==> config.mk <==
export PLATFORM = sky130hd
export DESIGN_NAME = quad_ir_pan_tilt_tracker_flat
export DESIGN_NICKNAME = d
export VERILOG_FILES = /design/src/sv/qipt_pkg.sv /design/src/sv/qipt_if.sv /design/src/sv/quad_ir_pan_tilt_tracker.sv /design/src/sv/qipt_lane.sv /design/src/sv/qipt_track.sv /design/src/flat_wrapper.sv
export SDC_FILE = /design/constraint.sdc
export NUM_CORES = 1
export LEC_CHECK = 0
export BUFFER_PORTS_ARGS = -buffer_cell sky130_fd_sc_hd__buf_4
export CAP_MARGIN = 20
export CORE_MARGIN = 2
export CORE_UTILIZATION = 45
export CTS_BUF_LIST = sky130_fd_sc_hd__clkbuf_8
export CTS_CLUSTER_DIAMETER = 40
export DETAILED_ROUTE_END_ITERATION = 12
export GPL_TIMING_DRIVEN = 0
export PLACE_DENSITY = 0.66
export SYNTH_ARGS = -nofsm -noshare
export SYNTH_HDL_FRONTEND = slang
export SYNTH_HIERARCHICAL = 1
export SYNTH_SLANG_ARGS = --single-unit
==> constraint.sdc <==
create_clock -name clk -period 3.11 [get_ports clk]
set_clock_uncertainty 0.05 [all_clocks]
set_input_delay 0.1555 -clock clk [delete_from_list [all_inputs] [get_ports clk]]
set_output_delay 0.1555 -clock clk [all_outputs]
set_load 0.005 [all_outputs]
==> src/sv/qipt_pkg.sv <==
// shared types and constants for the quad ir pan/tilt tracker
package qipt_pkg;

	localparam int unsigned NUM_SENSORS = 4;
	localparam int unsigned SAMPLE_W    = 10;
	localparam int unsigned LEVEL_W     = 11;
	localparam int unsigned ANGLE_W     = 8;
	localparam int unsigned CFG_IDX_W   = 3;
	localparam int unsigned CFG_DATA_W  = 11;

	// sensor positions in the hit vector
	localparam int unsigned SENS_UL = 0;
	localparam int unsigned SENS_UR = 1;
	localparam int unsigned SENS_LL = 2;
	localparam int unsigned SENS_LR = 3;

	// configuration register indexes
	localparam logic [CFG_IDX_W-1:0] REG_CAL_0     = 3'd0;
	localparam logic [CFG_IDX_W-1:0] REG_CAL_1     = 3'd1;
	localparam logic [CFG_IDX_W-1:0] REG_CAL_2     = 3'd2;
	localparam logic [CFG_IDX_W-1:0] REG_CAL_3     = 3'd3;
	localparam logic [CFG_IDX_W-1:0] REG_THRESHOLD = 3'd4;
	localparam logic [CFG_IDX_W-1:0] REG_PAN_REST  = 3'd5;
	localparam logic [CFG_IDX_W-1:0] REG_TILT_REST = 3'd6;

	// reset values
	localparam logic [LEVEL_W-1:0] CAL_RESET       = 11'd1025;
	localparam logic [LEVEL_W-1:0] THRESHOLD_RESET = 11'd300;
	localparam logic [ANGLE_W-1:0] REST_RESET      = 8'd90;

	// angle limits and step sizes in degrees
	localparam logic [ANGLE_W-1:0] ANGLE_MAX  = 8'd180;
	localparam logic [ANGLE_W-1:0] SWEEP_STEP = 8'd5;
	localparam logic [ANGLE_W-1:0] TRACK_STEP = 8'd2;

	typedef logic [SAMPLE_W-1:0]    sample_t;
	typedef logic [LEVEL_W-1:0]     level_t;
	typedef logic [ANGLE_W-1:0]     angle_t;
	typedef logic [NUM_SENSORS-1:0] hit_vec_t;

	// what the lanes hand to the tracking stage
	typedef struct packed {
		logic     zone;
		hit_vec_t hits;
	} lane_res_t;

endpackage

==> src/sv/qipt_if.sv <==
// valid/ready channels for samples in and servo commands out
interface qipt_in_if;
	logic                  valid;
	logic                  ready;
	logic                  slow_zone;
	qipt_pkg::sample_t     sample_ul;
	qipt_pkg::sample_t     sample_ur;
	qipt_pkg::sample_t     sample_ll;
	qipt_pkg::sample_t     sample_lr;

	modport source (output valid, output slow_zone, output sample_ul, output sample_ur,
		output sample_ll, output sample_lr, input ready);
	modport sink (input valid, input slow_zone, input sample_ul, input sample_ur,
		input sample_ll, input sample_lr, output ready);
endinterface

interface qipt_out_if;
	logic              valid;
	logic              ready;
	qipt_pkg::angle_t  pan_angle;
	qipt_pkg::angle_t  tilt_angle;
	logic              tracking;
	logic              laser_on;

	modport source (output valid, output pan_angle, output tilt_angle, output tracking,
		output laser_on, input ready);
	modport sink (input valid, input pan_angle, input tilt_angle, input tracking,
		input laser_on, output ready);
endinterface

==> src/sv/quad_ir_pan_tilt_tracker.sv <==
// top level: input transfer -> stage 1 hit registers -> stage 2 result registers
// throughput one item per cycle; a stall on the result side holds both stages
// stage 1 is four parallel hit lanes, stage 2 merges them and steps the servo state
// arst_n clears both stages and sets pan/tilt to 90 degrees, sweep upward,
// baselines to 1025, threshold to 300 and both rest angles to 90
module quad_ir_pan_tilt_tracker (
	input  logic                           clk,
	input  logic                           arst_n,
	input  logic                           cfg_we,
	input  logic [qipt_pkg::CFG_IDX_W-1:0] cfg_idx,
	input  logic [qipt_pkg::CFG_DATA_W-1:0] cfg_data,
	qipt_in_if.sink                        sample_ch,
	qipt_out_if.source                     result_ch
);
	import qipt_pkg::*;

	level_t     cal_q [NUM_SENSORS];
	level_t     thr_q;
	angle_t     pan_rest_q;
	angle_t     tilt_rest_q;

	logic       valid_s1;
	logic       out_valid_q;
	logic       out_free;
	logic       adv_s1;
	logic       in_xfer;
	logic       zone_s1;
	hit_vec_t   hits_s1;
	sample_t    samples [NUM_SENSORS];
	lane_res_t  lanes;

	// configuration writes
	always_ff @(posedge clk or negedge arst_n) begin
		if (!arst_n) begin
			for (int k = 0; k < NUM_SENSORS; k++) begin
				cal_q[k] <= CAL_RESET;
			end
			thr_q       <= THRESHOLD_RESET;
			pan_rest_q  <= REST_RESET;
			tilt_rest_q <= REST_RESET;
		end else if (cfg_we) begin
			case (cfg_idx)
				REG_CAL_0:     cal_q[0]    <= cfg_data;
				REG_CAL_1:     cal_q[1]    <= cfg_data;
				REG_CAL_2:     cal_q[2]    <= cfg_data;
				REG_CAL_3:     cal_q[3]    <= cfg_data;
				REG_THRESHOLD: thr_q       <= cfg_data;
				REG_PAN_REST:  pan_rest_q  <= cfg_data[ANGLE_W-1:0];
				REG_TILT_REST: tilt_rest_q <= cfg_data[ANGLE_W-1:0];
				default: ;
			endcase
		end
	end

	// pipeline flow control
	assign out_free        = !out_valid_q || result_ch.ready;
	assign adv_s1          = valid_s1 && out_free;
	assign sample_ch.ready = !valid_s1 || out_free;
	assign in_xfer         = sample_ch.valid && sample_ch.ready;

	always_ff @(posedge clk or negedge arst_n) begin
		if (!arst_n) begin
			valid_s1    <= 1'b0;
			out_valid_q <= 1'b0;
		end else begin
			if (sample_ch.ready) begin
				valid_s1 <= sample_ch.valid;
			end
			if (out_free) begin
				out_valid_q <= valid_s1;
			end
		end
	end

	always_ff @(posedge clk) begin
		if (in_xfer) begin
			zone_s1 <= sample_ch.slow_zone;
		end
	end

	// hit lanes, one per sensor
	assign samples[SENS_UL] = sample_ch.sample_ul;
	assign samples[SENS_UR] = sample_ch.sample_ur;
	assign samples[SENS_LL] = sample_ch.sample_ll;
	assign samples[SENS_LR] = sample_ch.sample_lr;

	for (genvar g = 0; g < NUM_SENSORS; g++) begin : g_lane
		qipt_lane u_lane (
			.clk       (clk),
			.en        (in_xfer),
			.cal_level (cal_q[g]),
			.threshold (thr_q),
			.sample    (samples[g]),
			.hit_s1    (hits_s1[g])
		);
	end

	assign lanes.zone = zone_s1;
	assign lanes.hits = hits_s1;

	// merge and state update; its registers are the result payload
	qipt_track u_track (
		.clk        (clk),
		.arst_n     (arst_n),
		.en         (adv_s1),
		.lanes      (lanes),
		.pan_rest   (pan_rest_q),
		.tilt_rest  (tilt_rest_q),
		.pan_angle  (result_ch.pan_angle),
		.tilt_angle (result_ch.tilt_angle),
		.tracking   (result_ch.tracking),
		.laser_on   (result_ch.laser_on)
	);

	assign result_ch.valid = out_valid_q;

endmodule

==> src/sv/qipt_lane.sv <==
// one sensor lane: registered hit detection against baseline and threshold
module qipt_lane (
	input  logic              clk,
	input  logic              en,
	input  qipt_pkg::level_t  cal_level,
	input  qipt_pkg::level_t  threshold,
	input  qipt_pkg::sample_t sample,
	output logic              hit_s1
);
	import qipt_pkg::*;

	logic [LEVEL_W:0] need;
	logic             hit;

	// cal - sample > threshold  <=>  cal > sample + threshold
	always_comb begin
		need = {2'b00, sample} + {1'b0, threshold};
		hit  = {1'b0, cal_level} > need;
	end

	always_ff @(posedge clk) begin
		if (en) begin
			hit_s1 <= hit;
		end
	end

endmodule

==> src/sv/qipt_track.sv <==
// merging stage: combines lane hits and steps the pan/tilt state, or loads the clamped rest angles outside the zone
module qipt_track (
	input  logic                clk,
	input  logic                arst_n,
	input  logic                en,
	input  qipt_pkg::lane_res_t lanes,
	input  qipt_pkg::angle_t    pan_rest,
	input  qipt_pkg::angle_t    tilt_rest,
	output qipt_pkg::angle_t    pan_angle,
	output qipt_pkg::angle_t    tilt_angle,
	output logic                tracking,
	output logic                laser_on
);
	import qipt_pkg::*;

	angle_t     pan_q;
	angle_t     tilt_q;
	logic       sweep_up_q;
	logic       tracking_q;
	logic       laser_q;

	logic [1:0] cnt_right, cnt_left, cnt_up, cnt_down;
	logic       any_hit;
	angle_t     pan_d, tilt_d;
	logic       sweep_up_d, tracking_d, laser_d;

	// quadrant weight sums as counts on each side
	always_comb begin
		cnt_right = {1'b0, lanes.hits[SENS_UR]} + {1'b0, lanes.hits[SENS_LR]};
		cnt_left  = {1'b0, lanes.hits[SENS_UL]} + {1'b0, lanes.hits[SENS_LL]};
		cnt_up    = {1'b0, lanes.hits[SENS_UL]} + {1'b0, lanes.hits[SENS_UR]};
		cnt_down  = {1'b0, lanes.hits[SENS_LL]} + {1'b0, lanes.hits[SENS_LR]};
		any_hit   = |lanes.hits;
	end

	// next state
	always_comb begin
		pan_d      = pan_q;
		tilt_d     = tilt_q;
		sweep_up_d = sweep_up_q;
		tracking_d = 1'b0;
		laser_d    = 1'b0;
		if (!lanes.zone) begin
			pan_d  = (pan_rest > ANGLE_MAX) ? ANGLE_MAX : pan_rest;
			tilt_d = (tilt_rest > ANGLE_MAX) ? ANGLE_MAX : tilt_rest;
		end else if (any_hit) begin
			tracking_d = 1'b1;
			if (cnt_right == cnt_left && cnt_up == cnt_down) begin
				laser_d = 1'b1;
			end else begin
				// pan step
				if (cnt_right > cnt_left) begin
					pan_d = (pan_q >= ANGLE_MAX - TRACK_STEP) ? ANGLE_MAX : pan_q + TRACK_STEP;
				end else if (cnt_right < cnt_left) begin
					pan_d = (pan_q <= TRACK_STEP) ? '0 : pan_q - TRACK_STEP;
				end
				// tilt step
				if (cnt_up > cnt_down) begin
					tilt_d = (tilt_q >= ANGLE_MAX - TRACK_STEP) ? ANGLE_MAX : tilt_q + TRACK_STEP;
				end else if (cnt_up < cnt_down) begin
					tilt_d = (tilt_q <= TRACK_STEP) ? '0 : tilt_q - TRACK_STEP;
				end
			end
		end else begin
			// sweep with bounce at both ends
			if (sweep_up_q) begin
				if (pan_q >= ANGLE_MAX - SWEEP_STEP) begin
					pan_d      = ANGLE_MAX;
					sweep_up_d = 1'b0;
				end else begin
					pan_d = pan_q + SWEEP_STEP;
				end
			end else begin
				if (pan_q <= SWEEP_STEP) begin
					pan_d      = '0;
					sweep_up_d = 1'b1;
				end else begin
					pan_d = pan_q - SWEEP_STEP;
				end
			end
		end
	end

	always_ff @(posedge clk or negedge arst_n) begin
		if (!arst_n) begin
			pan_q      <= REST_RESET;
			tilt_q     <= REST_RESET;
			sweep_up_q <= 1'b1;
			tracking_q <= 1'b0;
			laser_q    <= 1'b0;
		end else if (en) begin
			pan_q      <= pan_d;
			tilt_q     <= tilt_d;
			sweep_up_q <= sweep_up_d;
			tracking_q <= tracking_d;
			laser_q    <= laser_d;
		end
	end

	assign pan_angle  = pan_q;
	assign tilt_angle = tilt_q;
	assign tracking   = tracking_q;
	assign laser_on   = laser_q;

endmodule
==> src/flat_wrapper.sv <==
// flat-port wrapper written by rule: the top's interface ports become plain ports
module quad_ir_pan_tilt_tracker_flat import qipt_pkg::*;
  (clk, arst_n, cfg_we, cfg_idx, cfg_data, sample_ch_valid, sample_ch_slow_zone, sample_ch_sample_ul, sample_ch_sample_ur, sample_ch_sample_ll, sample_ch_sample_lr, sample_ch_ready, result_ch_valid, result_ch_pan_angle, result_ch_tilt_angle, result_ch_tracking, result_ch_laser_on, result_ch_ready);
  qipt_in_if sample_ch_i ();
  qipt_out_if result_ch_i ();
  input  logic clk;
  input  logic arst_n;
  input  logic cfg_we;
  input  logic [qipt_pkg::CFG_IDX_W-1:0] cfg_idx;
  input  logic [qipt_pkg::CFG_DATA_W-1:0] cfg_data;
  input wire logic [$bits(sample_ch_i.valid)-1:0] sample_ch_valid;
  input wire logic [$bits(sample_ch_i.slow_zone)-1:0] sample_ch_slow_zone;
  input wire logic [$bits(sample_ch_i.sample_ul)-1:0] sample_ch_sample_ul;
  input wire logic [$bits(sample_ch_i.sample_ur)-1:0] sample_ch_sample_ur;
  input wire logic [$bits(sample_ch_i.sample_ll)-1:0] sample_ch_sample_ll;
  input wire logic [$bits(sample_ch_i.sample_lr)-1:0] sample_ch_sample_lr;
  output wire logic [$bits(sample_ch_i.ready)-1:0] sample_ch_ready;
  output wire logic [$bits(result_ch_i.valid)-1:0] result_ch_valid;
  output wire logic [$bits(result_ch_i.pan_angle)-1:0] result_ch_pan_angle;
  output wire logic [$bits(result_ch_i.tilt_angle)-1:0] result_ch_tilt_angle;
  output wire logic [$bits(result_ch_i.tracking)-1:0] result_ch_tracking;
  output wire logic [$bits(result_ch_i.laser_on)-1:0] result_ch_laser_on;
  input wire logic [$bits(result_ch_i.ready)-1:0] result_ch_ready;
  assign sample_ch_i.valid = sample_ch_valid;
  assign sample_ch_i.slow_zone = sample_ch_slow_zone;
  assign sample_ch_i.sample_ul = sample_ch_sample_ul;
  assign sample_ch_i.sample_ur = sample_ch_sample_ur;
  assign sample_ch_i.sample_ll = sample_ch_sample_ll;
  assign sample_ch_i.sample_lr = sample_ch_sample_lr;
  assign sample_ch_ready = sample_ch_i.ready;
  assign result_ch_valid = result_ch_i.valid;
  assign result_ch_pan_angle = result_ch_i.pan_angle;
  assign result_ch_tilt_angle = result_ch_i.tilt_angle;
  assign result_ch_tracking = result_ch_i.tracking;
  assign result_ch_laser_on = result_ch_i.laser_on;
  assign result_ch_i.ready = result_ch_ready;
  quad_ir_pan_tilt_tracker u_core (.clk(clk), .arst_n(arst_n), .cfg_we(cfg_we), .cfg_idx(cfg_idx), .cfg_data(cfg_data), .sample_ch(sample_ch_i), .result_ch(result_ch_i));
endmodule
==> impl_metrics.ini <==
[logic_synthesis]
synth_edf_count = 5
synthArstFlopShare_pct = 94.8
netlist_area_um2 = 8240
synth_most_common_cell = ha_1
ys_top_cells_by_area = dfrtp_1 (19%), ha_1 (16%), dfstp_2 (9.2%)
synth_common_cells = ha_1 (105), dfrtp_1 (63), a21oi_1 (53), nor2_1 (49), mux2_2 (44)
yosysTopAreaCell = dfrtp_1
syn_nets = 995
ys_warn_count = 6
yosys.area.top_type_share_pct = 19.1
syn-instance-count = 826
synth_ff_type = dfrtp_1
ys_seq_elements = 97
synth_cell_type_count = 85
ys_seq_area_share_pct = 30.2
avgSynthCellArea_um2 = 9.98

[power_and_ir_drop]
ir_drop_uv = 431
static-leakage-power_nw = 4.29
p_per_area_nw_per_um2 = 805

[clock_network]
cts_tree = yes
cts.sinks = 97
clk_pin_slew_ns = 0.10
clockBufferDepth = 2
root_buffer = clkbuf_8
cts_made_buffers = 9
clkLatencyLatePin_ns = 0.40
cts-htree-levels = 3

[run_status]
outcome = finished, violations left
violations = negative setup slack

[detailed_routing]
vias_per_cell = 5.87
num_vias = 6910
routedWlPerCell_um = 18.4
ant_nets = 0
firstDrtPassIters = 5
remaining_drc_errors = 0
top_layer = met4
drtIter0Drc = 341
wl_met3_um = 1040
wl_met1_um = 9990
wl_met2_um = 10200
wl_um = 21600

[min_path]
whs_path_depth = 2
min_from = cfg_data[10]
min_to = u_core/cal_q[32]
hold_class = in2reg

[final_layout]
nets = 1112
diodes = 0
area_growth_pct = 19.9
drive_gt1_share_pct = 30.8

[global_routing]
grt_antenna_before_repair = 0
gr-total-overflow = 0
grt_pass1_vias = 6823
grt_pass1_wl_um = 34900
grt_max_degree = 69
grt.total_usage_pct = 22.4

[critical_path]
rrSetupSlack_ns = -0.14
r2r-end = u_core/g_lane[1].u_lane/hit_s1
crit_arrival_ns = 3.33
worstSetupEndpointType = flop
setup.worst_path.start_class = flop
crit_fanout = 5
rr_startpoint = u_core/thr_q[0]
r2r_cells = 11
critical_path_class = reg2reg
crit_required_ns = 3.19

[die]
dieWidth_um = 139
num_io_pins = 80
initial_core_util_pct = 45.9
coreArea_um2 = 18000
die-area_um2 = 19400
placementRows = 49
die_y_um = 139

[sta]
hold-worst-slack_ns = 0.0254
setup_viol = 4
setup_ws_ns = -0.135
tns_ns = -0.345
max_slew_margin_pct = 51.3
rsz0062_at_grt = yes
worst_slew_pin_slew_ns = 0.721
fin_crit_ns = 3.25
fin_crit_sh_pct = 104
slew_violations = 0
finalHoldViolCount = 0
max_freq_mhz = 308

[placement]
dp_hpwl_um = 15900
place_congestion = 0.932
port_buffers = 79

[flow_run]
cap_violations = 0
per-stage QoR:
step | instance area (µm²) | power [mW] | util (%) | std cells | setup slack [ns]
4_1_cts | 9840 | 7.90 | 54.8 | 1175 | -0.140
3_5_place_dp | 9150 | 6.60 | 50.9 | 1135 | -0.579
3_3_place_gp | 9120 | 6.56 | 50.8 | 1134 | -0.553
2_1_floorplan | 8240 | 5.37 | - | 826 | 0.0308
5_1_grt | 9880 | 8.62 | 55.0 | 1177 | -0.246
6_report | 9880 | 7.96 | 55.0 | 1177 | -0.135
registers in the layout, summed over array words and instances (netlist names), 4 cells and up:
name and cells:
u_core/u_track/pan_angle 8, u_core/pan_rest_q 8, u_core/thr_q 11, u_core/g_lane.u_lane/hit_s1 4, u_core/u_track/tilt_angle 8, u_core/cal_q 44
u_core/tilt_rest_q 8
cell families (layout without fill, tap and decap cells):
kind of cell             Yosys count  in the layout  synth area share, %
flip-flops                        97             97                 30.2
buffers and inverters             61            183                 3.29
AND/OR/NAND/NOR                  224            224                 14.7
multiplexers                      75             75                 11.6
adder cells (fa/ha/maj)          109            109                 16.9
XOR/XNOR                          43             43                 4.57
AO/OA/AOI/OAI                    217            217                 18.7
worst max-delay path, stage by stage (launching register included):
cell       delay (ns)
dfrtp_2          0.55
ha_4             0.22
fa_2             0.34
a21o_1           0.23
a221oi_4         0.29
buf_4            0.17
xor2_1           0.15
ha_1             0.28
a21oi_1          0.13
nand2_1          0.10
a2111oi_4        0.37
nor3_2           0.11
final cells by class:
cell class / instances / area [µm²]
repair buffers: 106 / 866
inverters: 35 / 131
clock buffers: 10 / 138
plain buffers: 26 / 140
well taps: 229 / 287
flip-flops and latches: 97 / 2490
multi-input cells: 668 / 5780
fillers: 1622 / 8080
clock inverters: 6 / 48.8
cell usage in the layout (no fill, tap or decap), types with 28 or more instances in the layout:
master / n
dfstp_2: 29
buf_4: 97
mux2_2: 44
inv_1: 35
ha_1: 96
nor2_1: 49
o21ai_0: 28
dfrtp_1: 60
a21oi_1: 47
mux2_4: 30
nand2_1: 30
nand3_1: 33
worst max path at each step:
stage | from | cells after the start | slack, ns | to
after floorplan | u_core/thr_q[0] | 11 | 0.03 | u_core/g_lane[0].u_lane/hit_s1
after global placement | u_core/thr_q[1] | 10 | -0.55 | u_core/g_lane[2].u_lane/hit_s1
after detailed placement | u_core/thr_q[0] | 11 | -0.58 | u_core/g_lane[2].u_lane/hit_s1
after CTS | u_core/thr_q[0] | 11 | -0.14 | u_core/g_lane[2].u_lane/hit_s1
after global routing | u_core/thr_q[0] | 13 | -0.25 | u_core/g_lane[2].u_lane/hit_s1
final | u_core/thr_q[0] | 11 | -0.14 | u_core/g_lane[1].u_lane/hit_s1
per-layer routing:
layer  global-route usage [%]  vias to the layer above
met5                        0                        -
met4                     5.42                        0
met3                     3.48                       26
met2                     38.3                      193
met1                     29.8                     3316
li1                         -                     3375
repair_timing:
action,in CTS,in global routing
resized for setup,57,5
pin swaps,55,7
setup buffers,18,1
setup endpoints to repair,4,4
hold endpoints to repair,33,1
hold buffers,6,1
power by group:
group / switching, mW / internal (mW) / total [mW]
registers: 0.396 / 1.71 / 2.11
clock network: 0.484 / 0.323 / 0.807
logic: 2.73 / 2.31 / 5.04
No activity file was read; power rests on OpenSTA's default activity.
